### src/hdl/bitmap_page_frame_allocator_macros.svh
// ---------------------------------------------------------------------------
// Bitmap page frame allocator assertion macros
// Shared concurrent assertion forms used by the allocator RTL.
// ---------------------------------------------------------------------------
`ifndef BITMAP_PAGE_FRAME_ALLOCATOR_MACROS_SVH
`define BITMAP_PAGE_FRAME_ALLOCATOR_MACROS_SVH

// The consequent must hold in the same cycle as the antecedent.
`define BPFA_ASSERT_SAME(label, clk, rst_n, ante, cons, msg) \
  label: assert property (@(posedge clk) disable iff (!(rst_n)) (ante) |-> (cons)) \
    else $error(msg);

// The consequent must hold in the cycle after the antecedent.
`define BPFA_ASSERT_NEXT(label, clk, rst_n, ante, cons, msg) \
  label: assert property (@(posedge clk) disable iff (!(rst_n)) (ante) |=> (cons)) \
    else $error(msg);

`endif

### src/hdl/bpfa_pkg.sv
`timescale 1ns / 1ps
// ---------------------------------------------------------------------------
// Bitmap page frame allocator package
// Field widths, operation and status codes, and register indexes.
// ---------------------------------------------------------------------------
package bpfa_pkg;

  localparam int OPCODE_W    = 2;
  localparam int ADDR_IN_W   = 32;
  localparam int ADDR_W      = 27;
  localparam int STATUS_W    = 2;
  localparam int CFG_DATA_W  = 18;
  localparam int REG_IDX_W   = 2;
  localparam int MEM_KB_W    = 18;
  localparam int INIT_FREE_W = 16;
  localparam int RSV_W       = 15;
  localparam int FRAME_SHIFT = 12;
  localparam int FRAME_CMP_W = 21;

  localparam logic [OPCODE_W-1:0] OP_ALLOC = 2'd0;
  localparam logic [OPCODE_W-1:0] OP_FREE  = 2'd1;
  localparam logic [OPCODE_W-1:0] OP_INIT  = 2'd2;
  localparam logic [OPCODE_W-1:0] OP_NOP   = 2'd3;

  localparam logic [STATUS_W-1:0] STATUS_OK     = 2'd0;
  localparam logic [STATUS_W-1:0] STATUS_NO_MEM = 2'd1;
  localparam logic [STATUS_W-1:0] STATUS_RANGE  = 2'd2;

  localparam logic [REG_IDX_W-1:0] REG_MEM_SIZE_KB = 2'd0;
  localparam logic [REG_IDX_W-1:0] REG_INIT_FREE   = 2'd1;
  localparam logic [REG_IDX_W-1:0] REG_RSV_FIRST   = 2'd2;
  localparam logic [REG_IDX_W-1:0] REG_RSV_LAST    = 2'd3;

  localparam logic [MEM_KB_W-1:0]    MEM_KB_RESET    = 18'd131072;
  localparam logic [INIT_FREE_W-1:0] INIT_FREE_RESET = 16'd4096;
  localparam logic [RSV_W-1:0]       RSV_FIRST_RESET = 15'd0;
  localparam logic [RSV_W-1:0]       RSV_LAST_RESET  = 15'd0;

endpackage

### src/hdl/bpfa_word_scan.sv
`timescale 1ns / 1ps
// ---------------------------------------------------------------------------
// Bitmap page frame allocator word scan
// Finds the lowest free frame below the frame count within one map word.
// ---------------------------------------------------------------------------
module bpfa_word_scan import bpfa_pkg::*; #(
  parameter int WORD_BITS = 32,
  localparam int BIT_W = $clog2(WORD_BITS)
) (
  input  logic [WORD_BITS-1:0]   word_i,
  input  logic [FRAME_CMP_W-1:0] base_i,
  input  logic [FRAME_CMP_W-1:0] total_i,
  output logic                   found_o,
  output logic [BIT_W-1:0]       bit_o,
  output logic [WORD_BITS-1:0]   onehot_o
);

  logic [WORD_BITS-1:0] avail;
  logic [WORD_BITS-1:0] lowest;
  logic [BIT_W-1:0]     idx;

  always_comb begin
    for (int b = 0; b < WORD_BITS; b++) begin
      avail[b] = !word_i[b] && ((base_i + FRAME_CMP_W'(b)) < total_i);
    end
  end

  assign lowest = avail & (~avail + WORD_BITS'(1));

  always_comb begin
    idx = '0;
    for (int b = 0; b < WORD_BITS; b++) begin
      if (lowest[b]) begin
        idx = idx | BIT_W'(b);
      end
    end
  end

  assign found_o  = |avail;
  assign bit_o    = idx;
  assign onehot_o = lowest;

endmodule

### config.mk
export PLATFORM = sky130hd
export DESIGN_NAME = bpfa_word_scan
export DESIGN_NICKNAME = d
export VERILOG_FILES = /design/src/hdl/bitmap_page_frame_allocator_macros.svh /design/src/hdl/bpfa_pkg.sv /design/src/hdl/bpfa_word_scan.sv
export SDC_FILE = /design/constraint.sdc
export NUM_CORES = 1
export LEC_CHECK = 0
export BUFFER_PORTS_ARGS = -buffer_cell sky130_fd_sc_hd__buf_2
export CAP_MARGIN = 20
export CELL_PAD_IN_SITES_DETAIL_PLACEMENT = 1
export CELL_PAD_IN_SITES_GLOBAL_PLACEMENT = 1
export CORE_MARGIN = 1.5
export CORE_UTILIZATION = 52
export DETAILED_ROUTE_END_ITERATION = 8
export PLACE_DENSITY_LB_ADDON = 0.1
export SKIP_LAST_GASP = 1
export SLEW_MARGIN = 20
export SYNTH_ARGS = -nofsm -noshare
export SYNTH_HDL_FRONTEND = slang
export SYNTH_SLANG_ARGS = --single-unit
### constraint.sdc
create_clock -name vclk -period 20.7
set_input_delay 4.14 -clock vclk [all_inputs]
set_output_delay 4.14 -clock vclk [all_outputs]
set_load 0.02 [all_outputs]
# ---- Word-level counts from Yosys, hierarchy flattened
# Cells that the tools add are included.
dict set report totals {
  reg_bits 0
  in_bits 74
  output_inout_bits 38
  wordCells 162
}
dict set report op_classes {
  mux 31
  bitwise 2
  n_lt_le_gt_ge 32
  reduce_logical 65
  add_sub_neg 32
}
# operator count
set op_table {}
lappend op_table {{21-bit less-than comparator} 32}
lappend op_table {{21-bit by 5-bit adder with 21-bit output (second input constant)} 16}
lappend op_table {{21-bit by 4-bit adder with 21-bit output (second input constant)} 8}
lappend op_table {{21-bit by 3-bit adder with 21-bit output (second input constant)} 4}
lappend op_table {{5-bit 2-to-1 mux} 16}
lappend op_table {{21-bit by 2-bit adder with 21-bit output (second input constant)} 2}
lappend op_table {{32-bit by 1-bit adder with 32-bit output (second input constant)} 1}
lappend op_table {{32-bit AND} 1}
lappend op_table {{1-bit logical AND} 32}
lappend op_table {{1-bit zero test} 32}
lappend op_table {{4-bit 2-to-1 mux} 8}
lappend op_table {{32-bit NOT} 1}
lappend op_table {{32-bit OR reduction} 1}
lappend op_table {{21-bit by 1-bit adder with 21-bit output (second input constant)} 1}
lappend op_table {{3-bit 2-to-1 mux} 4}
lappend op_table {{2-bit 2-to-1 mux} 2}
lappend op_table {{1-bit 2-to-1 mux} 1}

# ---- Logic depth before layout (Yosys ltp)
dict set report logic_depth {
  word_depth 37
  mapped_depth 21
  mapped_depth_nobuf 19
}

# ---- Worst setup path before layout
# Ideal clock, no wire load.
dict set report synth_path {
  path_kind {input port to output port}
  start {input port base_i[11]}
  end {output port bit_o[2]}
  n_path_buf 3
  path_slack_ns 7.642
  t_required_ns 16.560
  path_stages 20
  arrival_time_ns 8.918
  cell_sequence {clkbuf_1 -> nand2_1 -> nor2_1 -> nand2_1 -> or3_1 -> clkbuf_1 -> clkbuf_1 -> nor2_1 -> xor2_1 -> ha_1 -> nand4_1 -> or2_1 -> or4_4 -> o22ai_2 -> o32ai_2 -> nor4_4 -> and3_1 -> nand3_1 -> nor3_1 -> nand4b_1}
}
dict set report synth_via {
  elab_cells_between_ends 126
  classes_between {add/sub: 32; order compare: 32; mux: 28; bitwise: 2; reduce/logical: 32}
}
# item line_no
set synth_rtl {}
lappend synth_rtl {{from (decl)} bpfa_word_scan.sv:11} ;# input logic [FRAME_CMP_W-1:0] base_i,
lappend synth_rtl {{21-bit by 1-bit adder with 21-bit output, or another cell as far along} bpfa_word_scan.sv:24} ;# avail[b] = !word_i[b] && ((base_i + FRAME_CMP_W'(b)) < total_i);
lappend synth_rtl {{21-bit less-than comparator} bpfa_word_scan.sv:24}
lappend synth_rtl {{1-bit logical AND} bpfa_word_scan.sv:24}
lappend synth_rtl {{32-bit NOT} bpfa_word_scan.sv:28} ;# assign lowest = avail & (~avail + WORD_BITS'(1));
lappend synth_rtl {{32-bit by 1-bit adder with 32-bit output} bpfa_word_scan.sv:28}
lappend synth_rtl {{32-bit AND (*)} bpfa_word_scan.sv:28}
lappend synth_rtl {{net onehot_o[28]} bpfa_word_scan.sv:15} ;# output logic [WORD_BITS-1:0] onehot_o
lappend synth_rtl {{5-bit 2-to-1 mux (*) (4 in a row)} bpfa_word_scan.sv:33} ;# if (lowest[b]) begin
lappend synth_rtl {{to (decl)} bpfa_word_scan.sv:14} ;# output logic [BIT_W-1:0] bit_o,
# The timed path passes the listed nets; every way through them passes the cells marked *.

# ---- Worst setup path in the final report
dict set report layout_path {
  start {input port base_i[4]}
  end {output port bit_o[2]}
}
dict set report layout_via {
  elab_chain_cells 34
  elab_cells_between_ends 126
  classes_between {add/sub: 32; order compare: 32; mux: 28; bitwise: 2; reduce/logical: 32}
}
# item line_no
set layout_rtl {}
lappend layout_rtl {{21-bit by 1-bit adder with 21-bit output, or another cell as far along} bpfa_word_scan.sv:24}
lappend layout_rtl {{21-bit less-than comparator} bpfa_word_scan.sv:24}
lappend layout_rtl {{1-bit logical AND} bpfa_word_scan.sv:24}
lappend layout_rtl {{32-bit NOT} bpfa_word_scan.sv:28}
lappend layout_rtl {{32-bit by 1-bit adder with 32-bit output} bpfa_word_scan.sv:28}
lappend layout_rtl {{32-bit AND (*)} bpfa_word_scan.sv:28}
lappend layout_rtl {{3-bit 2-to-1 mux (4 in a row)} bpfa_word_scan.sv:33}
lappend layout_rtl {{4-bit 2-to-1 mux (8 in a row)} bpfa_word_scan.sv:33}
lappend layout_rtl {{5-bit 2-to-1 mux (15 in a row)} bpfa_word_scan.sv:33}
lappend layout_rtl {{5-bit 2-to-1 mux (*)} bpfa_word_scan.sv:33}
# Every way passes the cells marked *; elsewhere a longest branch is shown, timed or not.

==> flow_metrics.env <==
export IMPL_synth_fp_nets=3604
export IMPL_synth_simple_area_share_pct=22.5
export IMPL_die_width_um=205
export IMPL_max_slew_margin_rel_pct=14.8
export IMPL_die_height_um=205
export IMPL_die_outline_area_mm2=0.0419
export IMPL_crit_end_element="primary output"
export IMPL_first_global_vias=26150
export IMPL_grt_antenna_before_repair=3
export IMPL_post_synth_fa_ha_maj_area_fraction_pct=35.1
export IMPL_areaGrowthSynthToFinish_pct=6.30
export IMPL_grt_overflow_total=0
export IMPL_setup_violations=0
export IMPL_max_cap_check_violation_count=0
export IMPL_grt_use_total_pct=53.0
export IMPL_most_common_cell_after_layout_fill_and_taps_aside="ha_1"
export IMPL_share_of_layout_cells_above_drive_strength_1_pct=7.91
export IMPL_timing_fmax_ghz=0.0649
export IMPL_start_util_pct=53.1
export IMPL_core_area_mm2=0.0399
export IMPL_post_cts_buffers=0
export IMPL_yosysWarnings=0
export IMPL_layout_cells_most_common_list="ha_1 (594), nor2_1 (370), xor2_1 (322), nand2_1 (298), a21oi_1 (249)"
export IMPL_gpl_final_weighted_congestion=1.05
export IMPL_grt_first_pass_wirelength_um=164000
export IMPL_run_status="finished, final reports clean"
export IMPL_timing_final_crit_share_pct=74.4
export IMPL_worstMarginPinSlew_ns=1.27
export IMPL_worstPathMaxFanout=25
export IMPL_synth_top_cell_area_share_pct=35.1
export IMPL_finish_net_count=3668
export IMPL_finalSetupTns_ns=0
export IMPL_io_pins=112
export IMPL_finalWirelength_um=114000
export IMPL_muxShareOfSynthArea_pct=0
export IMPL_dp_final_hpwl_um=84100
export IMPL_synth_compound_area_share_pct=17.5
export IMPL_detail_route_iter0_violations=2304
export IMPL_slew_violations=0
export IMPL_layout_min_cycle_time_ns=15.41
export IMPL_drt_pre_antenna_iters=6
export IMPL_post_cts_resized_instances=0
export IMPL_main_combinational_cell_family_by_area_after_synthesis="adder cells"
export IMPL_yosys_area_share_xor_xnor_pct=21.3
export IMPL_synth_top_cell_by_area="ha_1"
export IMPL_clockBufferCount=0
export IMPL_antenna_left=0
export IMPL_cp_data_arrival_time_ns=11.27
export IMPL_final_setup_worst_slack_ns=5.29
export IMPL_post_route_drc_count=0
export IMPL_worst_slack_placed_ns=5.67
export IMPL_timing_hold_worst_class="in -> out"
export IMPL_hold_violations=0
export IMPL_worst_ep_required_time_ns=16.56
export IMPL_io_buffer_count=112
export IMPL_cts_hold_buffers_added=0
export IMPL_synth_seq_area_share_pct=0
export IMPL_synth_cell_types=79
export IMPL_syn_mean_instance_area_um2=7.21
export IMPL_routed_via_density=7.08
export IMPL_final_core_utilization_pct=56.4
export IMPL_syn_area_mm2=0.0212
export IMPL_timing_setup_critical_path_class="in -> out"
export IMPL_netlist_instances=2936
export IMPL_area_sequential_um2=0
export IMPL_routed_via_count=24964
export IMPL_grt_max_degree=34
export IMPL_route_detailed_wl_per_inst_um=32.2
export IMPL_setup_repair_after_global_routing_missed_its_margin="no"
export IMPL_startpoint_class="input pin"
export IMPL_synthTopCellsByArea="ha_1 (35%), xor2_1 (13%), xnor2_1 (8.0%)"
export IMPL_n_sequential_cell=0
export IMPL_placementRows=73
==> synth_stat cells, types with 11 or more instances <==
library cell / number
a2111oi_0: 17
o21ai_0: 126
nor2_1: 370
and4_1: 20
nor4_1: 11
ha_1: 594
a31oi_1: 22
nand2b_1: 20
clkbuf_1: 101
nand2_1: 299
nand3_1: 84
o211ai_1: 18
a211oi_1: 30
buf_1: 21
xor2_1: 322
a21oi_1: 252
xnor2_1: 194
a21o_1: 45
nand4_1: 67
nor2b_1: 20
inv_1: 77
nor3_1: 63
==> worst max-delay path, stage by stage <==
cell	delay (ns)
buf_2	0.11
buf_4	0.25
inv_2	0.48
ha_1	0.67
nand3_1	0.71
or3_1	0.90
o21ai_0	0.33
xor2_1	0.11
ha_1	0.21
or2_2	0.30
a2111oi_0	0.49
o311ai_1	0.20
o31ai_2	1.06
nand2b_4	0.35
nor4_4	0.08
nand4_1	0.16
a21oi_1	0.12
a31oi_1	0.25
nand4b_1	0.12
buf_2	0.18
==> cell families (layout without fill, tap and decap cells) <==
kind of cell,after synthesis,after routing
AO/OA/AOI/OAI,600,600
XOR/XNOR,516,516
adder cells (fa/ha/maj),594,594
buffers and inverters,202,264
other,0,4
AND/OR/NAND/NOR,1024,1024
==> layout make-up <==
cell class	count	area [um2]
inverters	78	293
fillers	5218	17400
well taps	525	657
repair buffers	186	1110
diodes	4	10.0
multi-input cells	2734	20400
==> through the flow <==
stage               instances  instance area, um2  hold WS, ns
global route             3523               22500         8.76
floorplan                2936               21200         8.46
finish                   3527               22500         8.76
global placement         3522               22500         8.76
detailed placement       3523               22500         8.75
CTS                      3523               22500         8.75
==> routing by layer <==
metal	GRT usage [%]	part of all wire (%)	vias to the layer above
met5	0	0.0097	-
met4	48.7	11	2
met3	14.0	12	723
met2	80.5	41	1760
met1	60.6	36	11876
li1	-	-	10603
==> final timing paths <==
kind | from | to | slack, ns | cells past startpoint
setup / recovery | base_i[4] | bit_o[2] | 5.29 | 20
hold / removal | word_i[1] | onehot_o[1] | 8.76 | 5
